$ cat src/rtl/ucbb_pdiv.sv
// ----------------------------------------------------------------------------
// ucbb_pdiv
// Pipelined restoring divider, one quotient bit per stage. The partial
// remainder starts at rem_in, which must be below den.
// ----------------------------------------------------------------------------
`default_nettype none

module ucbb_pdiv #(
  parameter int NUM_W = 16,
  parameter int DEN_W = 16
) (
  input  wire logic             clk,
  input  wire logic             en,
  input  wire logic [NUM_W-1:0] num,
  input  wire logic [DEN_W-1:0] rem_in,
  input  wire logic [DEN_W-1:0] den,
  output logic      [NUM_W-1:0] quo,
  output logic      [DEN_W-1:0] rem
);

  // stage 0 is the input, stage g+1 the register after step g
  logic [NUM_W-1:0] nr [NUM_W+1];
  logic [DEN_W-1:0] rr [NUM_W+1];
  logic [DEN_W-1:0] dr [NUM_W+1];

  assign nr[0] = num;
  assign rr[0] = rem_in;
  assign dr[0] = den;

  for (genvar g = 0; g < NUM_W; g++) begin : g_step
    logic [DEN_W:0]   trial;
    logic [DEN_W:0]   diff;
    logic             ge;
    logic [DEN_W-1:0] rem_next;
    logic [NUM_W-1:0] num_next;

    // shift in the next dividend bit, subtract where it fits
    always_comb begin
      trial    = {rr[g], nr[g][NUM_W-1]};
      diff     = trial - {1'b0, dr[g]};
      ge       = (trial >= {1'b0, dr[g]});
      rem_next = ge ? diff[DEN_W-1:0] : trial[DEN_W-1:0];
      num_next = {nr[g][NUM_W-2:0], ge};
    end

    always_ff @(posedge clk) begin
      if (en) begin
        nr[g+1] <= num_next;
        rr[g+1] <= rem_next;
        dr[g+1] <= dr[g];
      end
    end
  end

  assign quo = nr[NUM_W];
  assign rem = rr[NUM_W];

endmodule

`default_nettype wire

$ cat config.mk
export PLATFORM = sky130hd
export DESIGN_NAME = ucbb_pdiv
export DESIGN_NICKNAME = d
export VERILOG_FILES = /design/src/rtl/ucbb_pdiv.sv
export SDC_FILE = /design/constraint.sdc
export NUM_CORES = 1
export LEC_CHECK = 0
export ABC_AREA = 1
export BUFFER_PORTS_ARGS = -buffer_cell sky130_fd_sc_hd__buf_2
export CAP_MARGIN = 25
export CORE_ASPECT_RATIO = 1.1
export CORE_MARGIN = 10
export CORE_UTILIZATION = 64
export CTS_CLUSTER_DIAMETER = 30
export DETAILED_ROUTE_END_ITERATION = 7
export PLACE_DENSITY = 0.81
export SYNTH_ARGS = -nofsm -noshare
export SYNTH_HDL_FRONTEND = slang
export SYNTH_SLANG_ARGS = --single-unit
export TNS_END_PERCENT = 1
$ cat constraint.sdc
create_clock -name clk -period 2.8 [get_ports clk]
set_clock_uncertainty 0.15 [all_clocks]
set_input_delay 0.56 -clock clk [delete_from_list [all_inputs] [get_ports clk]]
set_output_delay 0.56 -clock clk [all_outputs]
set_load 0.01 [all_outputs]
==> metrics.yaml <==
cp_cell_sequence: "inv_1 -> ha_1 -> nand2_1 -> inv_1 -> nand2_1 -> nor2_1 -> nand2_2 -> nand2_4 -> nand2_1 -> nand2_1"
vias: 34440
startpoint_type: "register"
hp-start: "rem_in[3]"
fmax_mhz: 367.7
yosys-top-cells-area: "edfxtp_1, nand2_1, inv_1"
finalCriticalPeriod_ps: 2720
die_area_um2: 79850
cts-root-buf: "clkbuf_16"
r2r_end: "g_step[2].trial[11]"
min_path_type: "in2reg"
rrSetupSlack_ps: 80
clk_pin_slew_worst_paths_ps: 50
dp_hpwl_um: 81210
ys_top_cells_by_count: "nand2_1, inv_1, edfxtp_1"
cap_violations: 0
fin_crit_sh_pct: 97.14
wire_per_inst_um: 16.99
cp.required_ps: 3200
syn_area_per_cell_um2: 8.492
syn2layout_area_growth_pct: 15.01
leakagePower_nw: 25.69
async_flop_share_pct: 0
io_buffers: 81
holdPathStages: 3
antennaDiodeCount: 0
numCtsBuffers: 133
grt_max_degree: 100
finalMaxSlewViolations: 0
crit_fanout: 17
synth-compound-area-share_pct: 2.127
gp_routability_congestion: 0.9308
drt_pass1_iterations: 6
viasPerCell: 5.322
drc_errors: 0
synth_xor_area_share_pct: 1.946
hold_end: "g_step[1].trial[5]"
ios: 82
dieWidth_um: 270.3
synthSimpleGateAreaFrac_pct: 27.19
ir_worst_vdd_uv: 557.4
synthMuxAreaShare_pct: 0
cp_slowest_cell: "ha_1"
yosysSeqAreaShare_pct: 51.19
powerDensity_nw_per_um2: 1107
grt_pass1_vias: 33740
setup-violations-final: 0
crit_start: "dr[249]"
initial_core_util_pct: 64.94
cp-end-kind: "register"
clkLatencyLatePin_ps: 720
post_cts_resized: 0
die_h_um: 295.4
slew_headroom_pct: 63.72
fillCellCount: 4904
hold_viol_final: 0
ys.flop_type: "edfxtp_1"
synth_area_leader_cell: "edfxtp_1"
slowest_delay_ps: 420
ant_nets: 0
rsz0062_at_grt: "false"
synth_top_family_by_area: "simple AND/OR/NAND/NOR gates"
reg2regPathDepth: 10
synth_edf_count: 752
finalSetupTns_ps: 0
crit_type: "reg2reg"
reg2reg_from: "dr[249]"
grt_use_total_pct: 27.56
synth_top_area_share_pct: 51.19
placeableCoreArea_um2: 67940
fin_nets: 5768
clk_path_buf_depth: 3
synth_cell_types: 39
fin_util_pct: 74.68
grt_overflow_total: 0
routed_wl_um: 110000
syn_area_um2: 44120
worst_slew_pin_slew_ps: 543.7
synth.most_common_cell: "nand2_1"
synthAdderAreaFrac_pct: 7.986
cts_tree: "built"
rows: 100
drtIter0Drc: 3046
grt_pass1_wl_um: 175100
antenna_found_initial: 0
cts.sink_count: 752
ys_warn_count: 0
drive_gt1_share_pct: 8.014
cts_max_level: 4
status: "complete, no violations"
yosys_register_bits: 752
critPathArrivalTime_ps: 3120
synth.net_count: 5517
syn_inst: 5195
cp_common_cell: "nand2_1"
==> worst max-delay path by stage <==
stage               cells after the start                  end  slack, ps
floorplan                              12   g_step[1].trial[5]        590
finish                                 10  g_step[2].trial[11]         80
detailed placement                     13   g_step[1].trial[4]        210
CTS                                    10  g_step[2].trial[11]        200
global placement                        9   g_step[2].trial[2]        190
global route                           10  g_step[2].trial[11]         10
==> timing repair <==
action | 4_1_cts | 5_1_grt
hold buffers | 31 | 0
buffers inserted | 0 | 0
endpoints found under the hold margin | 31 | 0
==> registers in the layout (all words and copies together) (netlist names) <==
name and cells:
dr 240, quo 16, g_step.trial 255, g_step.num_next 225, rem 16
==> worst max-delay path, delay by kind of cell (launching register included) <==
family | cells | cell delay, ps
adder cells (fa/ha/maj) | 1 | 420
buffers and inverters | 2 | 200
flip-flops | 1 | 410
AND/OR/NAND/NOR | 7 | 1380
==> per-layer routing <==
layer,vias to the layer above,track usage (%),routed length [um]
li1,17120,-,-
met1,15740,32.59,43700
met2,1264,48.89,55170
met3,313,4.057,6204
met4,0,13.29,4893
met5,-,0,0
==> through the flow <==
stage               setup slack [ps]  hold slack (ps)  power (mW)  instances  instance area [um^2]
floorplan                      592.6            250.3       33.46       5195                 44120
global placement               192.1            250.4       38.87       6198                 45830
detailed placement             212.0            254.5       39.29       6198                 45830
CTS                            197.5           0.6825       56.12       6471                 50740
global route                   10.20            29.75       60.07       6471                 50740
finish                         80.15            37.17       56.16       6471                 50740
==> placed cells by master (no fill, tap or decap), types with 4 or more instances in the layout <==
cell           instances
nand2_1             1966
inv_1               1006
edfxtp_1             752
nand3_1              415
ha_1                 256
nor2_1               200
clkbuf_16            139
a21oi_1              138
buf_2                 80
xor2_1                75
nand4_1               65
buf_4                 48
nor3_1                47
nand3b_1              38
dlygate4sd3_1         31
nand2_2               24
xnor2_1               23
inv_6                 20
bufinv_16             17
fa_1                  16
clkinv_2              15
nand2_4               14
clkinvlp_4            14
clkinv_1              14
o21a_1                13
nor2_4                13
and2_1                13
o21bai_1              11
buf_12                11
clkbuf_1               9
nor2_2                 8
and3_1                 8
or2_2                  8
nand3_2                6
o21ai_0                6
clkinv_4               6
inv_2                  4
inv_8                  4
==> power breakdown <==
part	internal [mW]	switching, mW	leakage (nW)	total (mW)
clock	10.7	5.73	2.22	16.4
sequential	15.9	1.77	7.38	17.7
combinational	7.53	14.5	16.1	22.0
total	34.2	22.0	25.7	56.2
==> cell families (layout without fill, tap and decap cells) <==
family                   count (synthesis)  count (layout)
AND/OR/NAND/NOR                       2835            2835
AO/OA/AOI/OAI                          173             173
buffers and inverters                 1065            1423
flip-flops                             752             752
adder cells (fa/ha/maj)                272             272
XOR/XNOR                                98              98
==> area by class of cell <==
type | instances | area (um^2) | area share (%)
Sequential cell | 752 | 22580 | 44.51
Inverter | 1010 | 3791 | 7.472
Timing Repair Buffer | 171 | 1306 | 2.574
Tap cell | 918 | 1149 | 2.264
Clock inverter | 94 | 1085 | 2.138
Clock buffer | 148 | 3512 | 6.922
Multi-Input combinational cell | 3378 | 17310 | 34.12
(Power assumes the default switching activity.)
