File: config.mk
export PLATFORM = sky130hd
export DESIGN_NAME = ucbb_mulq
export DESIGN_NICKNAME = d
export VERILOG_FILES = /design/src/rtl/ucbb_pkg.sv /design/src/rtl/ucbb_mulq.sv
export SDC_FILE = /design/constraint.sdc
export NUM_CORES = 2
export LEC_CHECK = 0
export BUFFER_PORTS_ARGS = -buffer_cell sky130_fd_sc_hd__buf_2
export CAP_MARGIN = 0
export CORE_MARGIN = 2
export CORE_UTILIZATION = 53
export DETAILED_ROUTE_END_ITERATION = 16
export MAX_ROUTING_LAYER = met4
export PLACE_DENSITY = 0.7
export REMOVE_ABC_BUFFERS = 1
export SKIP_LAST_GASP = 1
export SYNTH_ARGS = -nofsm -noshare
export SYNTH_HDL_FRONTEND = slang
export SYNTH_SLANG_ARGS = --single-unit
File: constraint.sdc
create_clock -name clk -period 10.94 [get_ports clk]
set_input_delay 2.188 -clock clk [delete_from_list [all_inputs] [get_ports clk]]
set_output_delay 2.188 -clock clk [all_outputs]
set_load 0.1 [all_outputs]
File: src/rtl/ucbb_pkg.sv
// ----------------------------------------------------------------------------
// ucbb_pkg
// Shared types, codes and widths of the uniform cubic B-spline basis unit.
// ----------------------------------------------------------------------------
`default_nettype none

package ucbb_pkg;

  // field widths
  localparam int TIME_W = 24;
  localparam int SEG_W  = 16;
  localparam int DM_W   = TIME_W + SEG_W;     // d * m and (x << 16) numerators
  localparam int Q_W    = TIME_W + 16;        // tau and Dt, unsigned Q.32
  localparam int W_W    = 64;                 // weights, Q31.32

  // Q.32 product unit: a (48 bit) times b (40 bit), result >> 32 (56 bit)
  localparam int MA_W   = 48;
  localparam int MB_W   = 40;
  localparam int MP_W   = MA_W + MB_W - 32;

  // latencies of the pipelined parts
  localparam int KDIV_LAT = SEG_W;            // segment divider, one bit a stage
  localparam int TDIV_LAT = DM_W;             // tau and Dt dividers
  localparam int MUL_LAT  = 3;
  localparam int D6_LAT   = 6;
  localparam int PIPE_LAT = 2 + KDIV_LAT + 1 + TDIV_LAT + 2 * MUL_LAT + 2 + D6_LAT;

  // divide by three of an 18 bit value: (v * D3_RECIP) >> D3_SHIFT
  localparam logic [18:0] D3_RECIP = 19'd349526;
  localparam int          D3_SHIFT = 20;

  // register reset values
  localparam logic [TIME_W-1:0] START_RST = 24'h000000;
  localparam logic [TIME_W-1:0] END_RST   = 24'h010000;
  localparam logic [SEG_W-1:0]  NPTS_RST  = 16'd4;
  localparam logic [SEG_W-1:0]  NPTS_MIN  = 16'd4;

  typedef enum logic [1:0] {
    CFG_START = 2'd0,
    CFG_END   = 2'd1,
    CFG_NPTS  = 2'd2
  } cfg_idx_t;

  typedef enum logic [1:0] {
    ORD_VALUE  = 2'd0,
    ORD_FIRST  = 2'd1,
    ORD_SECOND = 2'd2,
    ORD_BAD    = 2'd3
  } ord_t;

  typedef enum logic [1:0] {
    ST_OK        = 2'd0,
    ST_BAD_ORDER = 2'd1,
    ST_SAT       = 2'd2
  } status_t;

  // item sideband carried alongside the arithmetic
  typedef struct packed {
    logic [SEG_W-1:0] seg;
    ord_t             ord;
  } side_t;

  // operands held over the second product level
  typedef struct packed {
    logic [Q_W-1:0]  tau;
    logic [Q_W-1:0]  dt;
    logic [MA_W-1:0] t2;
    logic [MA_W-1:0] d2;
    logic [MA_W-1:0] dtau;
    side_t           side;
  } m2_carry_t;

  // sideband of the output end
  typedef struct packed {
    logic [SEG_W-1:0] seg;
    status_t          status;
  } out_side_t;

endpackage

`default_nettype wire

File: src/rtl/ucbb_mulq.sv
// ----------------------------------------------------------------------------
// ucbb_mulq
// Three stage Q.32 product: exact (a * b) >> 32 from four partial products.
// ----------------------------------------------------------------------------
`default_nettype none

module ucbb_mulq
  import ucbb_pkg::*;
(
  input  wire logic            clk,
  input  wire logic            en,
  input  wire logic [MA_W-1:0] a,
  input  wire logic [MB_W-1:0] b,
  output logic      [MP_W-1:0] p
);

  localparam int AH = MA_W / 2;
  localparam int BH = MB_W / 2;
  localparam int PP_W = AH + BH;
  localparam int FULL_W = MA_W + MB_W;

  logic [PP_W-1:0]   pp_hh, pp_hl, pp_lh, pp_ll;
  logic [FULL_W-1:0] s_hi, s_lo;
  logic [FULL_W-1:0] full;

  // stage 1: partial products
  always_ff @(posedge clk) begin
    if (en) begin
      pp_hh <= a[MA_W-1:AH] * b[MB_W-1:BH];
      pp_hl <= a[MA_W-1:AH] * b[BH-1:0];
      pp_lh <= a[AH-1:0]    * b[MB_W-1:BH];
      pp_ll <= a[AH-1:0]    * b[BH-1:0];
    end
  end

  // stage 2: a_hi * b and a_lo * b
  always_ff @(posedge clk) begin
    if (en) begin
      s_hi <= (FULL_W'(pp_hh) << BH) + FULL_W'(pp_hl);
      s_lo <= (FULL_W'(pp_lh) << BH) + FULL_W'(pp_ll);
    end
  end

  // stage 3: full product
  always_ff @(posedge clk) begin
    if (en) begin
      full <= (s_hi << AH) + s_lo;
    end
  end

  assign p = full[FULL_W-1:32];

endmodule

`default_nettype wire

==> impl_metrics.toml <==
[sta]
fin_crit_sh_pct = 87.2
setup-tns-final_ns = 0
worstMarginPinSlew_ns = 1.16
setup_violations_final = 0
relative_max_transition_margin_pct = 22.9
period_needed_ns = 9.54
final_critical_path_setup_slack_ns = 1.40
maxSlewViolCount = 0
hold_viol = 0
clock.fmax_mhz = 105
rsz_0062_raised_after_global_routing = "no"
final_skew_ns = 0.0262

[floorplanning]
floorplan.rows = 140
fp.dieH_microns = 386
initial_utilization_pct = 53.2
floorplan.io_pins = 146
full_die_area_sq_um = 149000
floorplan.die.width_microns = 386
floorplan.core_area_sq_um = 145000

[outcome]
outcome = "finished clean"

[routing]
vias_per_cell = 5.51
drt_first_iter_violations = 4077
number_of_vias_after_detailed_routing = 55000
detail_route.wl_per_cell_microns = 20.8
drt_pre_antenna_iters = 5
postRouteWirelength_microns = 207000
drc = 0
ant_nets = 0

[clock_tree]
cts-buffers-inserted = 41
cts.sinks = 317
ctsHtreeMaxLevel = 2
cts_hold_buf = 0
cts_tree = "yes"
path_clk_slew_ns = 0.07
postCtsResizedCells = 0
cts_max_path_buffers = 3
clk_root_buffer_cell = "clkbuf_16"
cts_setup_buffers = 0
clk_latency_ns = 0.60

[layout]
syn2layout_area_growth_pct = 5.00
post_route_cells_drive_above_1_share_pct = 4.90
finalInstanceArea_sq_um = 81000
design.final.nets = 10400
fillerInstances = 12800

[critical_path]
worstSetupPathType = "in -> reg"
arrival_ns = 9.90
crit-reg2reg-capture = "s_lo[52]"
rr_startpoint = "pp_ll[30]"
end_kind = "register"
worst_setup_path_start_kind = "input pin"
crit_path_max_fanout = 29
rrSetupSlack_ns = 7.09
critPathRequiredTime_ns = 11.29
reg2reg_depth = 11

[synth]
synth.area.top_cells = "fa_1 41%, edfxtp_1 12%, ha_1 11%"
synth-seq-area-share_pct = 12.3
synth_top_cell_area_share_pct = 40.7
count_of_flip_flops_with_a_built_in_enable_after_synthesis = 317
synth.avg_cell_area_sq_um = 9.50
synthesized_area_sq_um = 77100
post_synth_num_cell_types = 95
synth_warnings = 0
netlist_instances = 8122
synthDominantAreaCellType = "fa_1"
synth_flop_cell = "edfxtp_1"
asyncSetResetFlopFracSynth_pct = 0
postSynthRegisterBits = 317

[min_path]
worstHoldPathType = "reg -> reg"
worst_case_hold_path_end_point = "s_hi[8]"
min_path_cells = 0
hold_path_startpoint = "pp_hl[8]"

[global_route]
antenna_found_initial = 17
grt_pass1_vias = 58200
total_routing_usage_gr_pct = 29.9
grt_start_max_net_pins = 75
grt-ovfl-total = 0
first_pass_grt_wire_length_microns = 332000

[placed_design]
dpl-instance-area_sq_um = 79600
gpl.final_weighted_congestion = 0.935
portBuffers = 145
detailed_place_hpwl_microns = 164000
dp_worst_setup_slack_ns = 0.830

[job]
timing.max_cap.violations = 0
## metrics by stage
| step | cells | utilization (%) | hold WS (ns) |
|---|---|---|---|
| finish | 9979 | 55.8 | 0.417 |
| global route | 9975 | 55.8 | 0.425 |
| CTS | 9963 | 55.8 | 0.419 |
| detailed placement | 9890 | 54.9 | 0.405 |
| global placement | 9890 | 54.9 | 0.401 |
| floorplan | 7711 | - | 0.400 |
## worst max-delay path, cell delays in order
cell and delay (ns):
buf_2 0.53, buf_4 0.31, and2_1 0.18, fa_1 0.42, inv_1 0.08, fa_1 0.44, fa_1 0.52, inv_1 0.06
fa_1 0.54, fa_1 0.42, fa_1 0.49, inv_1 0.05, fa_1 0.47, inv_1 0.04, ha_1 0.32, and3_1 0.20
nand4_1 0.14, a2111oi_0 0.60, a211o_1 0.29, o21ai_1 0.22, nand4_1 0.18, nand4_1 0.23, a311oi_1 0.46, nor2_1 0.16
a211o_1 0.30
## sequential cells by signal (all words and copies together) (netlist names)
signal  count
pp_lh      44
pp_hh      44
pp_ll      24
pp_hl      44
full       56
s_hi       64
s_lo       41
## cells in the final DEF, fill, tap and decap left out, types with 57 or more instances in the layout
| master | netlist | routed |
|---|---|---|
| edfxtp_1 | 317 | 317 |
| buf_2 | 1 | 144 |
| and2_1 | 1053 | 1053 |
| o21ai_0 | 95 | 95 |
| a21oi_1 | 188 | 188 |
| fa_1 | 1568 | 1568 |
| a21o_1 | 117 | 117 |
| buf_4 | 0 | 116 |
| xnor2_1 | 203 | 203 |
| nand3_1 | 57 | 57 |
| nor2_1 | 123 | 123 |
| ha_1 | 701 | 701 |
| xor2_1 | 66 | 66 |
| nand2_1 | 989 | 989 |
| inv_1 | 1788 | 1788 |
## worst max path at each step
stage	slack, ns	startpoint	endpoint
4_1_cts	1.46	a[8]	pp_ll[43]
2_1_floorplan	2.47	a[34]	pp_hh[29]
3_3_place_gp	1.03	a[8]	pp_ll[43]
5_1_grt	1.02	a[8]	pp_ll[42]
6_report	1.40	a[8]	pp_ll[43]
3_5_place_dp	0.83	a[8]	pp_ll[43]
## synthesized netlist by cell type, types with 57 or more instances
library cell,n
a21o_1,117
nand3_1,57
fa_1,1568
clkbuf_1,398
xnor2_1,203
nor2_1,123
a21oi_1,188
inv_1,1788
o21ai_0,95
nand2_1,989
and2_1,1053
xor2_1,66
ha_1,701
edfxtp_1,317
## cell families after synthesis
family                     synth area share [%]
and+or+nand+nor                            16.1
adders and majority gates                  52.1
buffers and inverters                      10.7
AOI/OAI and AO/OA                          5.77
DFF                                        12.3
xor gates and xnor gates                   3.05
muxes                                    0.0130
## layer usage
metal	part of all wire [%]	vias to the layer above	routed length, microns	global-route usage [%]
li1	-	24300	-	-
met4	3.1	0	6340	7.72
met5	0	-	0	-
met1	43	28300	88700	41.5
met2	46	2088	94900	46.0
met3	8.3	313	17300	4.81
## layout make-up
type / count / area, sq um / area share, %
multi-input cells: 5606 / 59400 / 73.3
flip-flops and latches: 317 / 9520 / 11.8
diodes: 16 / 40.0 / 0.0494
clock inverters: 27 / 272 / 0.335
inverters: 1788 / 6710 / 8.29
well taps: 1917 / 2400 / 2.96
clock buffers: 46 / 1070 / 1.32
repair buffers: 262 / 1630 / 2.01
Power is left out: the tool's default activity adds up to more than one toggle a clock period on the data nets, which glitch-free logic cannot reach.
