File: src/rtl/ucbb_pkg.sv
// ----------------------------------------------------------------------------
// ucbb_pkg
// Shared types, codes and widths of the uniform cubic B-spline basis unit.
// ----------------------------------------------------------------------------
`default_nettype none

package ucbb_pkg;

  // field widths
  localparam int TIME_W = 24;
  localparam int SEG_W  = 16;
  localparam int DM_W   = TIME_W + SEG_W;     // d * m and (x << 16) numerators
  localparam int Q_W    = TIME_W + 16;        // tau and Dt, unsigned Q.32
  localparam int W_W    = 64;                 // weights, Q31.32

  // Q.32 product unit: a (48 bit) times b (40 bit), result >> 32 (56 bit)
  localparam int MA_W   = 48;
  localparam int MB_W   = 40;
  localparam int MP_W   = MA_W + MB_W - 32;

  // latencies of the pipelined parts
  localparam int KDIV_LAT = SEG_W;            // segment divider, one bit a stage
  localparam int TDIV_LAT = DM_W;             // tau and Dt dividers
  localparam int MUL_LAT  = 3;
  localparam int D6_LAT   = 6;
  localparam int PIPE_LAT = 2 + KDIV_LAT + 1 + TDIV_LAT + 2 * MUL_LAT + 2 + D6_LAT;

  // divide by three of an 18 bit value: (v * D3_RECIP) >> D3_SHIFT
  localparam logic [18:0] D3_RECIP = 19'd349526;
  localparam int          D3_SHIFT = 20;

  // register reset values
  localparam logic [TIME_W-1:0] START_RST = 24'h000000;
  localparam logic [TIME_W-1:0] END_RST   = 24'h010000;
  localparam logic [SEG_W-1:0]  NPTS_RST  = 16'd4;
  localparam logic [SEG_W-1:0]  NPTS_MIN  = 16'd4;

  typedef enum logic [1:0] {
    CFG_START = 2'd0,
    CFG_END   = 2'd1,
    CFG_NPTS  = 2'd2
  } cfg_idx_t;

  typedef enum logic [1:0] {
    ORD_VALUE  = 2'd0,
    ORD_FIRST  = 2'd1,
    ORD_SECOND = 2'd2,
    ORD_BAD    = 2'd3
  } ord_t;

  typedef enum logic [1:0] {
    ST_OK        = 2'd0,
    ST_BAD_ORDER = 2'd1,
    ST_SAT       = 2'd2
  } status_t;

  // item sideband carried alongside the arithmetic
  typedef struct packed {
    logic [SEG_W-1:0] seg;
    ord_t             ord;
  } side_t;

  // operands held over the second product level
  typedef struct packed {
    logic [Q_W-1:0]  tau;
    logic [Q_W-1:0]  dt;
    logic [MA_W-1:0] t2;
    logic [MA_W-1:0] d2;
    logic [MA_W-1:0] dtau;
    side_t           side;
  } m2_carry_t;

  // sideband of the output end
  typedef struct packed {
    logic [SEG_W-1:0] seg;
    status_t          status;
  } out_side_t;

endpackage

`default_nettype wire

File: src/rtl/ucbb_div6.sv
// ----------------------------------------------------------------------------
// ucbb_div6
// Pipelined signed divide by six, truncating toward zero, with a bypass.
// Halves the magnitude, then divides by three sixteen bits a stage.
// ----------------------------------------------------------------------------
`default_nettype none

module ucbb_div6
  import ucbb_pkg::*;
(
  input  wire logic                  clk,
  input  wire logic                  en,
  input  wire logic signed [W_W-1:0] x,
  input  wire logic                  div,
  output logic signed      [W_W-1:0] y
);

  localparam int DIG   = 16;
  localparam int NDIG  = W_W / DIG;

  logic [W_W-1:0] wq   [NDIG+1];
  logic [1:0]     rm   [NDIG+1];
  logic [W_W-1:0] raw  [NDIG+1];
  logic           dv   [NDIG+1];
  logic           ng   [NDIG+1];
  logic [W_W-1:0] mag;

  // stage A: magnitude halved
  assign mag = x[W_W-1] ? (~x + 1'b1) : x;

  always_ff @(posedge clk) begin
    if (en) begin
      wq[0]  <= {1'b0, mag[W_W-1:1]};
      rm[0]  <= 2'd0;
      raw[0] <= x;
      dv[0]  <= div;
      ng[0]  <= x[W_W-1];
    end
  end

  // digit stages: long division by three
  for (genvar g = 0; g < NDIG; g++) begin : g_dig
    logic [DIG+1:0]  v;
    logic [36:0]     prod;
    logic [DIG-1:0]  qd;
    logic [DIG+1:0]  back;

    always_comb begin
      v    = {rm[g], wq[g][W_W-1 -: DIG]};
      prod = 37'(v) * 37'(D3_RECIP);
      qd   = prod[D3_SHIFT +: DIG];
      back = v - 18'(qd) * 18'd3;
    end

    always_ff @(posedge clk) begin
      if (en) begin
        wq[g+1]  <= {wq[g][W_W-DIG-1:0], qd};
        rm[g+1]  <= back[1:0];
        raw[g+1] <= raw[g];
        dv[g+1]  <= dv[g];
        ng[g+1]  <= ng[g];
      end
    end
  end

  // final stage: restore sign or pass the undivided value
  always_ff @(posedge clk) begin
    if (en) begin
      if (!dv[NDIG]) begin
        y <= raw[NDIG];
      end else if (ng[NDIG]) begin
        y <= ~wq[NDIG] + 1'b1;
      end else begin
        y <= wq[NDIG];
      end
    end
  end

endmodule

`default_nettype wire

File: config.mk
export PLATFORM = sky130hd
export DESIGN_NAME = ucbb_div6
export DESIGN_NICKNAME = d
export VERILOG_FILES = /design/src/rtl/ucbb_pkg.sv /design/src/rtl/ucbb_div6.sv
export SDC_FILE = /design/constraint.sdc
export NUM_CORES = 2
export LEC_CHECK = 0
export BUFFER_PORTS_ARGS = -buffer_cell sky130_fd_sc_hd__clkbuf_2
export CAP_MARGIN = 20
export CORE_MARGIN = 3
export CORE_UTILIZATION = 40
export CTS_BUF_LIST = sky130_fd_sc_hd__clkbuf_4
export DETAILED_ROUTE_END_ITERATION = 8
export PLACE_DENSITY = 0.64
export SETUP_SLACK_MARGIN = 0.5
export SLEW_MARGIN = 15
export SYNTH_ARGS = -nofsm -noshare
export SYNTH_HDL_FRONTEND = slang
export SYNTH_SLANG_ARGS = --single-unit
File: constraint.sdc
create_clock -name clk -period 8.75 [get_ports clk]
set_input_delay 1.75 -clock clk [delete_from_list [all_inputs] [get_ports clk]]
set_output_delay 1.75 -clock clk [all_outputs]
set_load 0.02 [all_outputs]
==> results_dict.tcl <==
set metrics [dict create \
    setup_viol 0 \
    timing_hold_violations_final 0 \
    top_layer "met5" \
    num_rows 124 \
    syn_to_final_growth_pct 10.5 \
    netlist_instances 3599 \
    yosysTopAreaCell "edfxtp_1" \
    post_cts_resized 0 \
    insertion_delay_ps 1070 \
    critPathKind "reg -> reg" \
    layout.nets 4987 \
    ys_seq_area_frac 0.459 \
    antenna_found_initial 7 \
    cts_buffers 182 \
    crit_required_ps 9500 \
    synth_cell_types 64 \
    multiInputGateArea_sq_mm 0.0217 \
    clk_pin_slew_ps 60 \
    r2r_start "wq[0][177]" \
    yosys_warnings 0 \
    io_buffers 130 \
    met2WireLength_mm 44.2 \
    final_layout_size_suffix_gt1_frac 0.109 \
    drt_first_iter_violations 1554 \
    finalWirelength_mm 94.1 \
    synth-edff-count 714 \
    path_max_fanout 8 \
    viasPerCell 4.69 \
    cts_max_level 4 \
    ff_latch_area_sq_mm 0.0214 \
    hp-class "reg -> reg" \
    cts_setup_buffers 0 \
    worstRegToRegCells 21 \
    fillers 10523 \
    finalCriticalPeriod_ps 6570 \
    r2r-end "wq[0][207]" \
    die_h_microns 348 \
    worst_pin_slew_ps 1020 \
    r2r_slack_ps 2180 \
    startpoint_type "register" \
    drt-pass1-iter-count 5 \
    cts_buffer_depth 3 \
    clkSinkCount 714 \
    yosysTopAreaCellShare 0.459 \
    yosysMostFrequentCell "inv_1" \
    slew_viol_final 0 \
    synthTopCellsByArea "edfxtp_1 (46%), fa_1 (18%), ha_1 (17%)" \
    max_freq_mhz 152 \
    vias 25963 \
    coreArea_sq_mm 0.115 \
    gr-total-overflow 0 \
    avgSynthCellArea_sq_um 13.0 \
    finalWeightedCongestion 0.888 \
    wl_per_cell_microns 17.0 \
    root_buffer "clkbuf_4" \
    ant_nets 0 \
    setup_tns_ps 0 \
    synthFlopType "edfxtp_1" \
    die_w_microns 348 \
    num_io_pins 131 \
    endpoint "wq[0][207]" \
    ctsHoldBuffers 0 \
    relSlewSlack 0.320 \
    synth_nets 4691 \
    grt_max_degree 162 \
    grt_pass1_wl_mm 151 \
    die_area_sq_mm 0.121 \
    grt_pass1_vias 27562 \
    synth_common_cells "inv_1 (922), edfxtp_1 (714), ha_1 (616)" \
    critPathLaunch "wq[0][177]" \
    syn_area_sq_mm 0.0467 \
    ys_ff_latch 714 \
    synth-async-reset-ratio 0 \
    finClkSkew_ps 72.1 \
    rsz0062_at_grt "no" \
    grt_usage 0.162 \
    wl_met3_mm 4.49 \
    cts_tree "built" \
    critPathCaptureType "register" \
    drc 0 \
    fin_crit_sh 0.751 \
    initial_core_util 0.406 \
    dp_hpwl_mm 74.5 \
    wl_met1_mm 42.9 \
    holdWs_ps 366 \
    drv_cap 0 \
    status "complete, no violations" \
    cp_data_arrival_time_ps 7320 \
]
==> worst min-delay path by stage <==
stage                     from          end  slack, ps  depth (start not counted)
floorplan             dv[0][0]     dv[0][1]        400                          0
global placement    wq[0][153]   wq[0][233]        400                          0
detailed placement  raw[0][39]  raw[0][103]        400                          0
CTS                 wq[0][221]   wq[0][301]        340                          0
global route        wq[0][221]   wq[0][301]        360                          0
finish               wq[0][71]   wq[0][151]        370                          0
==> cells by family (layout without fill, tap and decap cells) <==
logic type | after synthesis | after routing | synth area share
other | 0 | 4 | 0
buffers and inverters | 953 | 1376 | 0.0766
muxes | 6 | 6 | 0.00142
and+or+nand+nor | 344 | 344 | 0.0370
xor gates and xnor gates | 204 | 204 | 0.0386
DFF | 714 | 714 | 0.459
adders and majority gates | 1025 | 1025 | 0.340
AOI/OAI and AO/OA | 353 | 353 | 0.0470
==> per-layer routing <==
metal | up-vias | GRT usage
met3 | 148 | 0.0378
met4 | 4 | 0.0575
met5 | - | 0
met2 | 478 | 0.263
met1 | 12653 | 0.214
li1 | 12680 | -
==> area by class of cell <==
type / instances / area share
clock buffers: 248 / 0.0361
inverters: 922 / 0.0671
clock inverters: 63 / 0.00851
multi-input cells: 1932 / 0.420
repair buffers: 143 / 0.0154
well taps: 1512 / 0.0367
flip-flops and latches: 714 / 0.416
diodes: 4 / 0.000194
==> critical path, stage by stage, from the launching register on <==
cell	delay (ps)
edfxtp_1	550
ha_1	480
xor2_1	320
ha_1	300
inv_1	80
fa_1	410
inv_1	80
fa_1	420
fa_1	480
inv_1	50
fa_1	470
inv_1	40
ha_1	310
a21oi_1	160
o22ai_1	110
a211o_1	280
a31oi_1	380
o21ai_0	330
a311o_1	410
or3_1	350
a31oi_1	210
xnor2_1	80
==> sequential cells by signal, indices dropped and copies added, names as in the netlist <==
name / flops
dv: 5
raw: 320
rm: 6
wq: 319
y: 64
==> metrics by stage <==
step           utilization  std cells  area [sq um]  setup slack, ps
2_1_floorplan            -       3599         46700             2980
3_3_place_gp         0.428       5223         49300             2320
3_5_place_dp         0.428       5223         49300             2290
4_1_cts              0.448       5534         51600             2200
5_1_grt              0.448       5537         51600             1900
6_report             0.448       5538         51600             2180
==> placed cells by master (no fill, tap or decap), types with 5 or more instances in the layout <==
cell / synthesis / layout
inv_1: 922 / 922
edfxtp_1: 714 / 714
ha_1: 616 / 616
fa_1: 409 / 409
clkbuf_4: 0 / 248
a21oi_1: 132 / 132
clkbuf_2: 0 / 128
xnor2_1: 114 / 114
nor2_1: 99 / 99
xor2_1: 89 / 89
nand2_1: 74 / 74
o21ai_0: 74 / 74
clkinv_1: 0 / 38
o31ai_1: 36 / 36
nor3_1: 24 / 24
or3_1: 23 / 23
a21o_1: 22 / 22
nand3_1: 21 / 21
o41ai_1: 20 / 20
nand2b_1: 19 / 19
nor4_1: 14 / 14
or4_1: 11 / 11
buf_4: 0 / 10
and3_1: 9 / 9
nand4_1: 9 / 9
o21bai_1: 9 / 9
o211ai_1: 9 / 9
clkinv_2: 0 / 9
a211oi_1: 8 / 8
and2_1: 8 / 8
or2_2: 8 / 8
a31oi_1: 6 / 6
o21a_1: 6 / 6
nor2b_1: 6 / 6
a21boi_0: 6 / 6
mux2_2: 5 / 5
bufinv_16: 0 / 5
Power is not shown: default switching activity piles up to over one toggle a cycle in this logic, so the estimate is an artifact.
